===== src/design/mtt_pkg.sv =====
package mtt_pkg;

    localparam int OFFSET_BITS = 32;

    localparam int TDATA_IN_W  = 8;
    localparam int TDATA_OUT_W = 72;
    localparam int MAX_TOK     = 3;
    localparam int FIFO_DEPTH  = 4;
    localparam int PTR_W       = $clog2(FIFO_DEPTH);
    localparam int CNT_W       = $clog2(FIFO_DEPTH + 1);

    typedef logic [OFFSET_BITS-1:0] off_t;
    localparam off_t OFF_ONE = off_t'(1);

    localparam logic [7:0] CH_LT    = 8'h3C;
    localparam logic [7:0] CH_GT    = 8'h3E;
    localparam logic [7:0] CH_SLASH = 8'h2F;
    localparam logic [7:0] CH_EQ    = 8'h3D;
    localparam logic [7:0] CH_QUOTE = 8'h22;
    localparam logic [7:0] CH_NUL   = 8'h00;
    localparam logic [7:0] CH_BANG  = 8'h21;

    localparam logic [3:0] PROLOG_LAST = 4'd8;
    localparam logic [3:0] PROLOG_LEN  = 4'd9;
    localparam logic [3:0] PROLOG_DONE = 4'd15;

    typedef enum logic [2:0] {
        MODE_IDLE,
        MODE_LT,
        MODE_NAME,
        MODE_NAME_SLASH,
        MODE_SLASH,
        MODE_STRING
    } mode_t;

    typedef enum logic [2:0] {
        KIND_UNKNOWN,
        KIND_OPEN,
        KIND_CLOSE,
        KIND_EQUALS,
        KIND_STRING,
        KIND_EOS
    } kind_t;

    typedef struct packed {
        logic [31:0] len;
        logic [31:0] start;
        kind_t       kind;
    } token_t;

    typedef struct packed {
        logic [1:0]           n;
        token_t [MAX_TOK-1:0] t;
    } tok_buf_t;

    typedef struct packed {
        logic   last;
        token_t tok;
    } entry_t;

    function automatic logic [31:0] off_to32(off_t v);
        logic [OFFSET_BITS+31:0] w;
        w = {32'd0, v};
        return w[31:0];
    endfunction

    function automatic tok_buf_t add_tok(tok_buf_t bi, kind_t kind, off_t start, off_t len);
        tok_buf_t bo;
        bo = bi;
        if (bi.n != 2'(MAX_TOK)) begin
            bo.t[bi.n].kind  = kind;
            bo.t[bi.n].start = off_to32(start);
            bo.t[bi.n].len   = off_to32(len);
            bo.n             = bi.n + 2'd1;
        end
        return bo;
    endfunction

    function automatic logic is_space(logic [7:0] b);
        return b == 8'h20 || b == 8'h09 || b == 8'h0A || b == 8'h0B ||
               b == 8'h0C || b == 8'h0D;
    endfunction

    function automatic logic [7:0] prolog_char(logic [3:0] idx);
        logic [7:0] c;
        case (idx)
            4'd0: c = CH_LT;
            4'd1: c = CH_BANG;
            4'd2: c = 8'h44;
            4'd3: c = 8'h4F;
            4'd4: c = 8'h43;
            4'd5: c = 8'h54;
            4'd6: c = 8'h59;
            4'd7: c = 8'h50;
            4'd8: c = 8'h45;
            default: c = CH_NUL;
        endcase
        return c;
    endfunction

endpackage


===== src/design/markup_tag_tokenizer_top.sv =====
// Channel  | Dir | tdata (low bit up)                             | tlast
// s_axis   | in  | in_byte[7:0]                                   | final_byte
// m_axis   | out | token_kind[2:0], token_start[34:3],            | run_end
//          |     | token_length[66:35], zero[71:67]               |
//
// One byte is scanned per cycle: the scan logic turns a byte and the scan
// state into up to three tokens, written at once into a four-entry result
// queue. Tokens leave one per cycle while m_tready is high, so bytes that
// give one token or none stream at one per cycle; a byte that gives two or
// three tokens holds s_tready low until the queue has room for three again.
// Reset (aresetn low, synchronous) empties the queue and returns the scanner
// to document start; the final byte resets the scanner as its tokens queue.
module markup_tag_tokenizer_top import mtt_pkg::*; (
    input  logic                   aclk,
    input  logic                   aresetn,
    input  logic                   s_tvalid,
    output logic                   s_tready,
    input  logic [TDATA_IN_W-1:0]  s_tdata,   // in_byte[7:0]
    input  logic                   s_tlast,
    output logic                   m_tvalid,
    input  logic                   m_tready,
    output logic [TDATA_OUT_W-1:0] m_tdata,   // token_kind, token_start, token_length
    output logic                   m_tlast
);

    mode_t      mode_reg, mode_next;
    off_t       pos_reg, pos_next;
    off_t       pstart_reg, pstart_next;
    logic       pclose_reg, pclose_next;
    logic [3:0] pcnt_reg, pcnt_next;
    logic       pskip_reg, pskip_next;

    entry_t            fifo_reg [FIFO_DEPTH];
    logic [PTR_W-1:0]  wr_ptr_reg, wr_ptr_next;
    logic [PTR_W-1:0]  rd_ptr_reg, rd_ptr_next;
    logic [CNT_W-1:0]  count_reg, count_next;

    tok_buf_t   tb;
    logic       accept, pop;

    always_comb begin
        logic [7:0] b;
        off_t       pos1;
        logic       done;
        logic       do_scan;
        b           = s_tdata[7:0];
        pos1        = pos_reg + OFF_ONE;
        mode_next   = mode_reg;
        pstart_next = pstart_reg;
        pclose_next = pclose_reg;
        pcnt_next   = pcnt_reg;
        pskip_next  = pskip_reg;
        tb          = '0;
        do_scan     = !pskip_reg || b == CH_NUL || b == CH_LT;
        if (pskip_reg && do_scan) begin
            pskip_next = 1'b0;
            mode_next  = MODE_IDLE;
        end
        done = !do_scan;
        for (int p = 0; p < 2; p++) begin
            if (!done) begin
                done = 1'b1;
                case (mode_next)
                    MODE_LT: begin
                        mode_next = MODE_NAME;
                        if (b == CH_SLASH) begin
                            pclose_next = 1'b1;
                            pstart_next = pos1;
                        end else begin
                            pclose_next = 1'b0;
                            pstart_next = pos_reg;
                            done        = 1'b0;
                        end
                    end
                    MODE_NAME: begin
                        if (is_space(b) || b == CH_GT || b == CH_SLASH) begin
                            tb = add_tok(tb, pclose_next ? KIND_CLOSE : KIND_OPEN,
                                         pstart_next, pos_reg - pstart_next);
                            if (b == CH_SLASH) begin
                                pstart_next = pos_reg;
                                mode_next   = MODE_NAME_SLASH;
                            end else begin
                                mode_next = MODE_IDLE;
                            end
                        end
                    end
                    MODE_NAME_SLASH: begin
                        mode_next = MODE_IDLE;
                        if (b != CH_GT) begin
                            tb   = add_tok(tb, KIND_UNKNOWN, pstart_next, OFF_ONE);
                            done = 1'b0;
                        end
                    end
                    MODE_SLASH: begin
                        mode_next = MODE_IDLE;
                        if (b == CH_GT) begin
                            tb = add_tok(tb, KIND_CLOSE, pstart_next, OFF_ONE);
                        end else begin
                            tb   = add_tok(tb, KIND_UNKNOWN, pstart_next, OFF_ONE);
                            done = 1'b0;
                        end
                    end
                    MODE_STRING: begin
                        if (b == CH_QUOTE || b == CH_NUL || b == CH_EQ || b == CH_LT) begin
                            tb = add_tok(tb, KIND_STRING, pstart_next, pos_reg - pstart_next);
                            mode_next = MODE_IDLE;
                            done      = (b == CH_QUOTE);
                        end
                    end
                    default: begin
                        mode_next = MODE_IDLE;
                        if (is_space(b)) begin
                            mode_next = MODE_IDLE;
                        end else if (b == CH_NUL) begin
                            tb = add_tok(tb, KIND_EOS, pos_reg, OFF_ONE);
                        end else if (b == CH_EQ) begin
                            tb = add_tok(tb, KIND_EQUALS, pos_reg, OFF_ONE);
                        end else if (b == CH_LT) begin
                            pstart_next = pos_reg;
                            mode_next   = MODE_LT;
                        end else if (b == CH_SLASH) begin
                            pstart_next = pos_reg;
                            mode_next   = MODE_SLASH;
                        end else begin
                            pstart_next = (b == CH_QUOTE) ? pos1 : pos_reg;
                            mode_next   = MODE_STRING;
                        end
                    end
                endcase
            end
        end
        if (!pskip_reg && pcnt_reg < PROLOG_LEN) begin
            if (b == prolog_char(pcnt_reg)) begin
                if (pcnt_reg == PROLOG_LAST) begin
                    pcnt_next  = PROLOG_DONE;
                    pskip_next = 1'b1;
                    mode_next  = MODE_IDLE;
                end else begin
                    pcnt_next = pcnt_reg + 4'd1;
                end
            end else begin
                pcnt_next = PROLOG_DONE;
            end
        end
        pos_next = pos1;
        if (s_tlast) begin
            if (pskip_next) begin
                mode_next = MODE_IDLE;
            end
            case (mode_next)
                MODE_LT:         tb = add_tok(tb, KIND_OPEN, pos1, '0);
                MODE_NAME:       tb = add_tok(tb, pclose_next ? KIND_CLOSE : KIND_OPEN,
                                              pstart_next, pos1 - pstart_next);
                MODE_NAME_SLASH: tb = add_tok(tb, KIND_UNKNOWN, pstart_next, OFF_ONE);
                MODE_SLASH:      tb = add_tok(tb, KIND_UNKNOWN, pstart_next, OFF_ONE);
                MODE_STRING:     tb = add_tok(tb, KIND_STRING, pstart_next,
                                              pos1 - pstart_next);
                default:         tb = tb;
            endcase
            tb          = add_tok(tb, KIND_EOS, pos1, OFF_ONE);
            mode_next   = MODE_IDLE;
            pos_next    = '0;
            pstart_next = '0;
            pclose_next = 1'b0;
            pcnt_next   = '0;
            pskip_next  = 1'b0;
        end
    end

    assign s_tready = count_reg <= CNT_W'(FIFO_DEPTH - MAX_TOK);
    assign accept   = s_tvalid && s_tready;
    assign m_tvalid = count_reg != '0;
    assign pop      = m_tvalid && m_tready;

    always_comb begin
        wr_ptr_next = wr_ptr_reg;
        rd_ptr_next = rd_ptr_reg;
        count_next  = count_reg;
        if (accept) begin
            wr_ptr_next = wr_ptr_reg + PTR_W'(tb.n);
            count_next  = count_next + CNT_W'(tb.n);
        end
        if (pop) begin
            rd_ptr_next = rd_ptr_reg + PTR_W'(1);
            count_next  = count_next - CNT_W'(1);
        end
    end

    always_ff @(posedge aclk) begin
        if (!aresetn) begin
            mode_reg   <= MODE_IDLE;
            pos_reg    <= '0;
            pstart_reg <= '0;
            pclose_reg <= 1'b0;
            pcnt_reg   <= '0;
            pskip_reg  <= 1'b0;
            wr_ptr_reg <= '0;
            rd_ptr_reg <= '0;
            count_reg  <= '0;
        end else begin
            if (accept) begin
                mode_reg   <= mode_next;
                pos_reg    <= pos_next;
                pstart_reg <= pstart_next;
                pclose_reg <= pclose_next;
                pcnt_reg   <= pcnt_next;
                pskip_reg  <= pskip_next;
            end
            wr_ptr_reg <= wr_ptr_next;
            rd_ptr_reg <= rd_ptr_next;
            count_reg  <= count_next;
        end
    end

    always_ff @(posedge aclk) begin
        for (int i = 0; i < MAX_TOK; i++) begin
            if (accept && 2'(i) < tb.n) begin
                fifo_reg[wr_ptr_reg + PTR_W'(i)] <= '{last: (2'(i + 1) == tb.n),
                                                      tok: tb.t[i]};
            end
        end
    end

    assign m_tdata = {{(TDATA_OUT_W - $bits(token_t)){1'b0}}, fifo_reg[rd_ptr_reg].tok};
    assign m_tlast = fifo_reg[rd_ptr_reg].last;

endmodule


===== config.mk =====
export PLATFORM = sky130hd
export DESIGN_NAME = markup_tag_tokenizer_top
export DESIGN_NICKNAME = d
export VERILOG_FILES = /design/src/design/mtt_pkg.sv /design/src/design/markup_tag_tokenizer_top.sv
export SDC_FILE = /design/constraint.sdc
export NUM_CORES = 1
export LEC_CHECK = 0
export ABC_AREA = 1
export CAP_MARGIN = 20
export CORE_ASPECT_RATIO = 2
export CORE_UTILIZATION = 33
export DETAILED_ROUTE_END_ITERATION = 7
export DONT_BUFFER_PORTS = 1
export HOLD_SLACK_MARGIN = 0.12
export PLACE_DENSITY_LB_ADDON = 0.12
export SLEW_MARGIN = 40
export SYNTH_ARGS = -nofsm -noshare
export SYNTH_HDL_FRONTEND = slang
export SYNTH_SLANG_ARGS = --single-unit

===== constraint.sdc =====
create_clock -name aclk -period 7.8 [get_ports aclk]
set_input_delay 1.17 -clock aclk [delete_from_list [all_inputs] [get_ports aclk]]
set_output_delay 1.17 -clock aclk [all_outputs]
set_load 0.02 [all_outputs]

# Word-level counts from Yosys, hierarchy flattened
# Memories as Yosys holds them, arrays and structs flattened. A register that Yosys moved wholly into a read port is not among the register bits.
# Index checks and enable logic that the tools add are counted.
[word_totals]
ff_bits = 80
ramBits = 272
rom_bits = 112
inputBits = 13
output_inout_bits = 75
mem_count = 2
[classes]
add_sub_neg = 14
magnitude_cmp = 11
n_eq_ne = 35
muxes = 160
reduce_logical = 33
[mem_list]
columns = ["name", "words", "width", "rd", "rd_clocked_by_memory_dff", "wr", "line_no", "rtl"]
rows = [
  ["fifo_reg", 4, 68, 1, 1, 3, "markup_tag_tokenizer_top.sv:33", "entry_t fifo_reg [FIFO_DEPTH];"],
  ["(no name shown)", 16, 7, 1, 1, 0, "mtt_pkg.sv:86", "case (idx)"],
]
[ops]
columns = ["cell", "count"]
rows = [
  ["bitwise mux 201 bit", 33],
  ["2-to-1 mux 203 bit", 21],
  ["2-to-1 mux 202 bit", 7],
  ["demux 67 bit (select 2 bit)", 9],
  ["one-hot mux 203 bit (5 select lines)", 1],
  ["one-hot mux 202 bit (5 select lines)", 1],
  ["one-hot mux 203 bit (4 select lines)", 1],
  ["2-to-1 mux 32 bit", 18],
  ["2-to-1 mux 67 bit", 3],
  ["one-hot mux 32 bit (3 select lines)", 2],
  ["2-to-1 mux 35 bit", 3],
  ["subtractor 32 bit", 3],
  ["2-to-1 mux 3 bit", 22],
  ["== test 8 x 6 -> 1 bit, second input constant", 6],
  ["== test 8 x 4 -> 1 bit, second input constant", 5],
  ["adder 32 x 1 -> 32 bit, second input constant", 1],
  ["2-to-1 mux 4 bit", 6],
  ["one-hot mux 3 bit (4 select lines)", 2],
  ["2-to-1 mux 1 bit", 22],
  ["== test 3 x 2 -> 1 bit, second input constant", 6],
  ["== test 3 bit, second input constant", 6],
  ["2-to-1 mux 2 bit", 7],
  ["logical OR 1 bit", 12],
  ["adder 2 x 1 -> 2 bit, second input constant", 5],
  ["other kinds (28)", 51],
]

# Depth between registers and ports, before layout
# Gate-level depths: netlist of run 1.
[depth]
ltp_word = 47
ltp_mapped = 44
depth_no_buf = 42

# Least setup slack after synthesis of run 1
# Ideal clock, no wire load.
[synth_timing]
path_kind = "in2reg"
start = "input port s_tdata[2]"
end = "memory fifo_reg[0][0] (netlist bit) (enable)"
setup_ns = 0.508
arrival_time_ns = 7.548
required_ns = 7.292
setup_slack_ns = -0.256
stages = 26
path_cell_list = "nor2_1 > nand2_1 > inv_1 > nand2_1 > nand3_1 > clkbuf_1 > nand2_1 > o21ai_2 > nand2_2 > inv_2 > clkbuf_1 > ha_1 > o21ai_0 > nor2_1 > nand2_1 > nand3_2 > nand2_2 > nand3_1 > nand2_2 > inv_2 > nand2_2 > nand2_2 > nand2_4 > buf_6 > o21ai_0 > o21bai_1"
[synth_lines]
columns = ["item", "line_no", "rtl"]
rows = [
  ["start: declaration", "markup_tag_tokenizer_top.sv:18", "input logic [TDATA_IN_W-1:0] s_tdata,"],
  ["end: declaration", "markup_tag_tokenizer_top.sv:33", ""],
]

==> results.md, run 1 <==
* Startpoint types: primary input
* Placed cells at 7109
* Top cell type's share of synthesized area at 0.229
* Final Core Density at 0.378
* Sw frac at 0.573
* Clock Sinks at 361
* Total CTS buffers at 39
* Worst-Skew Late Latency at 650 ps
* Number of enable flip-flop cells after synthesis at 272
* Leak pwr at 17.7 nW
* Post-synthesis cell type count at 59
* Tot Pwr at 18.3 mW
* Final nets at 5904
* CP bufs+invs at 8
* Max stage delay on crit path at 450 ps
* Slew Viols, Final at 0
* Sequential share of power at 0.177
* Combinational power share at 0.713
* Post-CTS setup buffer count at 0
* Rel. slew slack at 0.332
* Largest net degree at the start of global routing at 105
* Final hold viol count at 0
* Mapped Avg Cell Area at 6.22 sq um
* I/O pins at 88
* Max reg flops at 272
* Detail Placement HPWL at 169 mm
* Clock Skew at 50.5 ps
* Sequential area share after synthesis at 0.279
* Placed Area at 39100 sq um
* Peak supply drop at 0.000243 V
* Total core area at 107000 sq um
* Global Route Usage Sum at 0.423
* I/O Buffers at 0
* Fin area at 40500 sq um
* Arrival @ worst endpoint at 7630 ps
* CTS H-tree lvls at 2
* Critical path's top delay family: compound AO/OA/AOI/OAI gates
* Slowest CP cell: buf_4
* Die width at 235 um
* Initial DRC count at 4370
* Cells after Synth at 5739
* Fmax at 137 MHz
* Count leader, synth: nand2_1
* Total gr overflow at 0
* Clk buf depth at 3
* Share of layout cells above drive strength 1 at 0.103
* Vias in the first global route at 41400
* Vias per cell at 6.06
* Synth Register Bits at 361
* DR vias at 43600
* Final setup vio count at 0
* Top post-synthesis cells by area: edfxtp_1, nand2_1, nand3_1
* Fin crit period at 7280 ps
* RSZ-0062 raised after global routing: false
* Most used cell, CP: nand2_1
* Drt drc at 0
* Cell-internal power at 7.83 mW
* Antenna Violating Nets Remaining at 0
* RePlAce Congestion at 1.11
* FILL cells at 11800
* Register area at 9960 sq um
* Initial Util at 0.333
* CP endpoint kind: flip-flop
* First-pass GRT wire length at 327 mm
* Top cells by count, synth: nand2_1, nand3_1, o21ai_0, nor2_1, inv_1
* Actual slew at the worst max-slew pin at 992 ps
* Synth area leader: edfxtp_1
* Die Y at 467 um
* # rows at 170
* Max_cap viols at 0
* Top FF cell, synth: edfxtp_1
* Wire per inst at 32.6 um
* Clk pwr share at 0.110
* Finished Layout Cells at 7197
* Initial antenna violation count at 27
* Ys Warns at 0
* Worst-path fanout max at 43
* Psw at 10.5 mW
* Power per cell area at 453 nW/um^2
* Status: completed
* Period utilisation layout at 0.933
* Clock Tree Root: clkbuf_16
* Final wirelength at 235 mm
* Multi-input gate area at 22800 sq um
* Hold Path Class: reg -> reg
* Reg clk slew, reported paths at 70 ps
* Async SR Flop Fraction at 0
* Critical Setup Path Class: in -> reg
* TritonCTS clock tree: built
* Die area at 110000 sq um
* DRT Pass-1 Iters at 8
* Post-Syn Area at 35700 sq um
* Layout area overhead at 13.3%
* Critical path required time at 8150 ps
logic make-up (layout without fill, tap and decap cells):
| logic type | Yosys count | count (layout) | share of synthesized area |
|---|---|---|---|
| and+or+nand+nor | 3112 | 3112 | 0.369 |
| AOI/OAI and AO/OA | 1262 | 1262 | 0.201 |
| buffers and inverters | 803 | 863 | 0.0895 |
| DFF | 361 | 361 | 0.279 |
| adders and majority gates | 116 | 116 | 0.0415 |
| xor gates and xnor gates | 84 | 84 | 0.0206 |
| other | 1 | 23 | 0.000105 |
power groups by stage:
stage | Clock, mW | Combinational [mW] | Sequential, mW
2_1_floorplan | 0 | 7.45 | 3.25
3_3_place_gp | 0 | 12.6 | 3.27
3_5_place_dp | 0 | 12.6 | 3.27
4_1_cts | 2.03 | 12.6 | 3.23
5_1_grt | 2.09 | 13.9 | 3.28
6_report | 2.02 | 13.1 | 3.24
worst paths after layout:
| check | from | end | slack, ps | cells past startpoint |
|---|---|---|---|---|
| worst max-delay path | s_tdata[7] | fifo_reg[0][66] | 520 | 36 |
| worst min-delay path | rd_ptr_reg[1] | flip-flop | 460 | 2 |
| worst max register to register | pos_reg[0] | fifo_reg[0][66] | 560 | 35 |
| worst min register to register | rd_ptr_reg[1] | flip-flop | 460 | 2 |
through the flow:
stage	hold WS, ps	setup slack (ps)	TNS, ps
detailed placement	451	-26.5	-56.3
CTS	459	586	0
finish	458	522	0
global route	494	116	0
floorplan	436	-256	-69610
global placement	436	-48.7	-117
worst min-delay path: cells and delay by family, from the launching register on:
| kind | cells | cell delay, ps |
|---|---|---|
| buffers and inverters | 1 | 50 |
| AOI/OAI and AO/OA | 1 | 70 |
| DFF | 1 | 290 |
final cells by class:
cell class              instances  area share
inverters                     415      0.0387
multi-input cells            4579       0.562
clock inverters                28     0.00692
clock buffers                  41      0.0248
well taps                    1376      0.0425
diodes                         18     0.00111
repair buffers                379      0.0776
flip-flops and latches        361       0.246
metal layers:
layer	track usage	vias to the layer above	routed length [um]
li1	-	19500	-
met5	0	-	96
met4	0.433	16	29400
met2	0.692	2484	107000
met3	0.102	867	19200
met1	0.436	20700	78600
layout by cell type (no fill, tap or decap), types with 16 or more instances in the layout:
| master | Yosys | routed |
|---|---|---|
| dfxtp_1 | 89 | 86 |
| a21oi_1 | 367 | 366 |
| o211ai_1 | 167 | 167 |
| inv_1 | 386 | 381 |
| nor3_1 | 56 | 54 |
| or2_2 | 38 | 38 |
| nor2_1 | 429 | 422 |
| o21ai_0 | 496 | 495 |
| ha_1 | 112 | 112 |
| o21ai_1 | 20 | 20 |
| a31oi_1 | 23 | 23 |
| xnor2_1 | 32 | 32 |
| edfxtp_1 | 272 | 272 |
| nand2_2 | 20 | 22 |
| xor2_1 | 52 | 51 |
| buf_4 | 11 | 354 |
| o22ai_1 | 95 | 94 |
| diode_2 | 0 | 18 |
| nand3_1 | 665 | 659 |
| nand2_1 | 1776 | 1773 |
| clkbuf_16 | 0 | 40 |
| nand4_1 | 75 | 75 |
| inv_2 | 20 | 26 |
| buf_12 | 0 | 23 |
| a22oi_1 | 16 | 16 |
timing repair:
action                                  in CTS  in global routing
resized for setup                            0                  2
endpoints found under the setup margin       0                  5
hold buffers                                 0                  0
Power figures use the tool's default switching activity.
==> run 2: changes to the inputs <==
--- a/config.mk
+++ b/config.mk
@@ -9,6 +9,7 @@
 export CAP_MARGIN = 20
 export CORE_ASPECT_RATIO = 2
 export CORE_UTILIZATION = 33
+export CTS_BUF_LIST = sky130_fd_sc_hd__clkbuf_8
 export DETAILED_ROUTE_END_ITERATION = 7
 export DONT_BUFFER_PORTS = 1
 export HOLD_SLACK_MARGIN = 0.12
==> run 2 against run 1 <==
Cell count grew 0.51%. Count of clock-buffer cells in the layout grew 25. Critical path type unchanged. Register-to-register slack is essentially flat. Non-clock buffer count shrank 1. Power is essentially flat. Fmax shrank 0.92%. Sequential share of layout area is essentially flat. Worst setup slack lost 68 ps. Clock power shrank 2%. Die area is the same. Largest cell class unchanged. Sequential cell count is the same. Highest routed layer unchanged. Hold slack gained 0.78 ps.
==> results.md, run 2 (synthesis gave the netlist of run 1 again) <==
* Most frequent cells in the layout: nand2_1, nand3_1, o21ai_0, nor2_1, inv_1
* Psw at 10.6 mW (+0.75%)
* Arrival @ worst endpoint at 7970 ps (+340 ps)
* Total core area at 107000 sq um (unchanged)
* Critical path required time at 8430 ps (+280 ps)
* Period utilisation layout at 0.942 (+0.00870)
* TritonCTS clock tree: built
* # rows at 170 (unchanged)
* CP bufs+invs at 9 (+1)
* Total Neg Setup Slack at 0 ps (unchanged)
* Wire per inst at 32.6 um (-0.19%)
* Fmax at 136 MHz (-0.92%)
* Worst r2r src: pos_reg[0]
* FILL cells at 11900 (+0.41%)
* Power per cell area at 453 nW/um^2 (about the same)
* Worst-Skew Late Latency at 810 ps (+160 ps)
* Startpoint types: primary input
* Hold path startpoint: rd_ptr_reg[1]
* Tot Pwr at 18.3 mW (about the same)
* Final setup vio count at 0 (unchanged)
* Max reg flops at 272 (unchanged)
* DR vias at 43600 (-0.13%)
* Clock Skew at 49.1 ps (-1.41 ps)
* Setup WS pre-CTS at -26.5 ps (unchanged)
* Finished Layout Cells at 7234 (+0.51%)
* Total CTS buffers at 61 (+56%)
* Die area at 110000 sq um (unchanged)
* Status: completed
* First-pass GRT wire length at 328 mm (+0.16%)
* Clock Sinks at 361 (unchanged)
* Peak supply drop at 0.000208 V (-14%)
* Antenna Violating Nets Remaining at 0 (unchanged)
* Largest net degree at the start of global routing at 105 (unchanged)
* Drt drc at 0 (unchanged)
* Initial Util at 0.333 (unchanged)
* Share of layout cells above drive strength 1 at 0.107 (+0.00403)
* Post-route worst setup slack at 455 ps (-67.8 ps)
* Initial DRC count at 4555 (+4.2%)
* Most used cell, CP: nand2_1
* WHS at 459 ps (+0.781 ps)
* Sw frac at 0.577 (+0.00444)
* Detail Placement HPWL at 169 mm (unchanged)
* Layout area overhead at 13.3% (about the same)
* Fin crit period at 7350 ps (+67.8 ps)
* Reg clk slew, reported paths at 70 ps (about the same)
* Max stage delay on crit path at 470 ps (+20 ps)
* Hold Path Class: reg -> reg
* Total gr overflow at 0 (unchanged)
* RePlAce Congestion at 1.11 (unchanged)
* Cell-internal power at 7.75 mW (-1.1%)
* Worst-path fanout max at 43 (unchanged)
* I/O pins at 88 (unchanged)
* Most common cell after layout, fill and taps aside: nand2_1
* Clock Tree Root: clkbuf_8
* Worst setup startpoint: s_tdata[7]
* Die width at 235 um (unchanged)
* Post-CTS setup buffer count at 0 (unchanged)
* CTS H-tree lvls at 2 (unchanged)
* Actual slew at the worst max-slew pin at 1010 ps (+16.7 ps)
* Sequential share of power at 0.177 (about the same)
* DRT Pass-1 Iters at 6 (-2)
* Leak pwr at 17.8 nW (+0.43%)
* Slew Viols, Final at 0 (unchanged)
* RSZ-0062 raised after global routing: false
* Final hold viol count at 0 (unchanged)
* Max_cap viols at 0 (unchanged)
* Placed cells at 7109 (unchanged)
* Critical path's top delay family: compound AO/OA/AOI/OAI gates
* Final nets at 5925 (+0.36%)
* Post-cts sizing count at 0 (unchanged)
* Die Y at 467 um (unchanged)
* Initial antenna violation count at 21 (-22%)
* Vias in the first global route at 41500 (+0.31%)
* Clk pwr share at 0.107 (-0.003)
* Hold-fix buffers at CTS at 0 (unchanged)
* Combinational power share at 0.716 (+0.003)
* Rel. slew slack at 0.321 (-0.0112)
* Final wirelength at 236 mm (+0.32%)
* Placed Area at 39100 sq um (unchanged)
* Global Route Usage Sum at 0.424 (+0.000618)
* Slowest CP cell: buf_4
* CP endpoint kind: flip-flop
* I/O Buffers at 0 (unchanged)
* Fin area at 40500 sq um (about the same)
* Vias per cell at 6.02 (-0.64%)
* Final Core Density at 0.378 (about the same)
* Critical Setup Path Class: in -> reg
* Clk buf depth at 3 (unchanged)
==> run 2: cell types whose count changed in the layout (fill, tap and decap cells not counted), sizes merged <==
cell / before / now
bufinv: 4 / 6
diode: 18 / 12
clkbuf: 41 / 66
clkinvlp: 5 / 2
inv: 416 / 423
clkinv: 18 / 31
buf: 379 / 378
==> run 2: tightest hold or removal path: stages, from the launching register on <==
cell     delay [ps]
dfxtp_1         300
inv_1            50
a21oi_1          70
==> run 2: area by class of cell <==
class / count / area, sq um / area share
inverters: 415 / 1570 / 0.0387
flip-flops and latches: 361 / 9960 / 0.246
clock inverters: 47 / 403 / 0.00995
multi-input cells: 4579 / 22800 / 0.563
diodes: 12 / 30.0 / 0.000742
repair buffers: 378 / 3120 / 0.0771
well taps: 1376 / 1720 / 0.0425
clock buffers: 66 / 908 / 0.0224
==> run 2: power by group through the flow <==
| stage | Combinational (mW) | Sequential, mW | Clock (mW) |
|---|---|---|---|
| finish | 13.1 | 3.24 | 1.97 |
| global route | 14.0 | 3.28 | 2.06 |
| detailed placement | 12.6 | 3.27 | 0 |
| CTS | 12.6 | 3.23 | 1.99 |
| floorplan | 7.45 | 3.25 | 0 |
| global placement | 12.6 | 3.27 | 0 |
==> run 2: path summary, 6_finish.rpt <==
| kind | to | slack (ps) | cells past startpoint |
|---|---|---|---|
| setup / recovery | fifo_reg[0][66] | 450 | 36 |
| hold / removal | flip-flop | 460 | 2 |
| setup reg to reg | fifo_reg[0][66] | 560 | 34 |
| hold reg to reg | flip-flop | 460 | 2 |
==> run 2: per-layer routing <==
layer | wire (um) | up-vias | GRT usage
met1 | 79700 | 20800 | 0.441
met3 | 19100 | 803 | 0.0959
li1 | - | 19600 | -
met2 | 108000 | 2390 | 0.698
met4 | 28500 | 14 | 0.421
met5 | 89 | - | 0
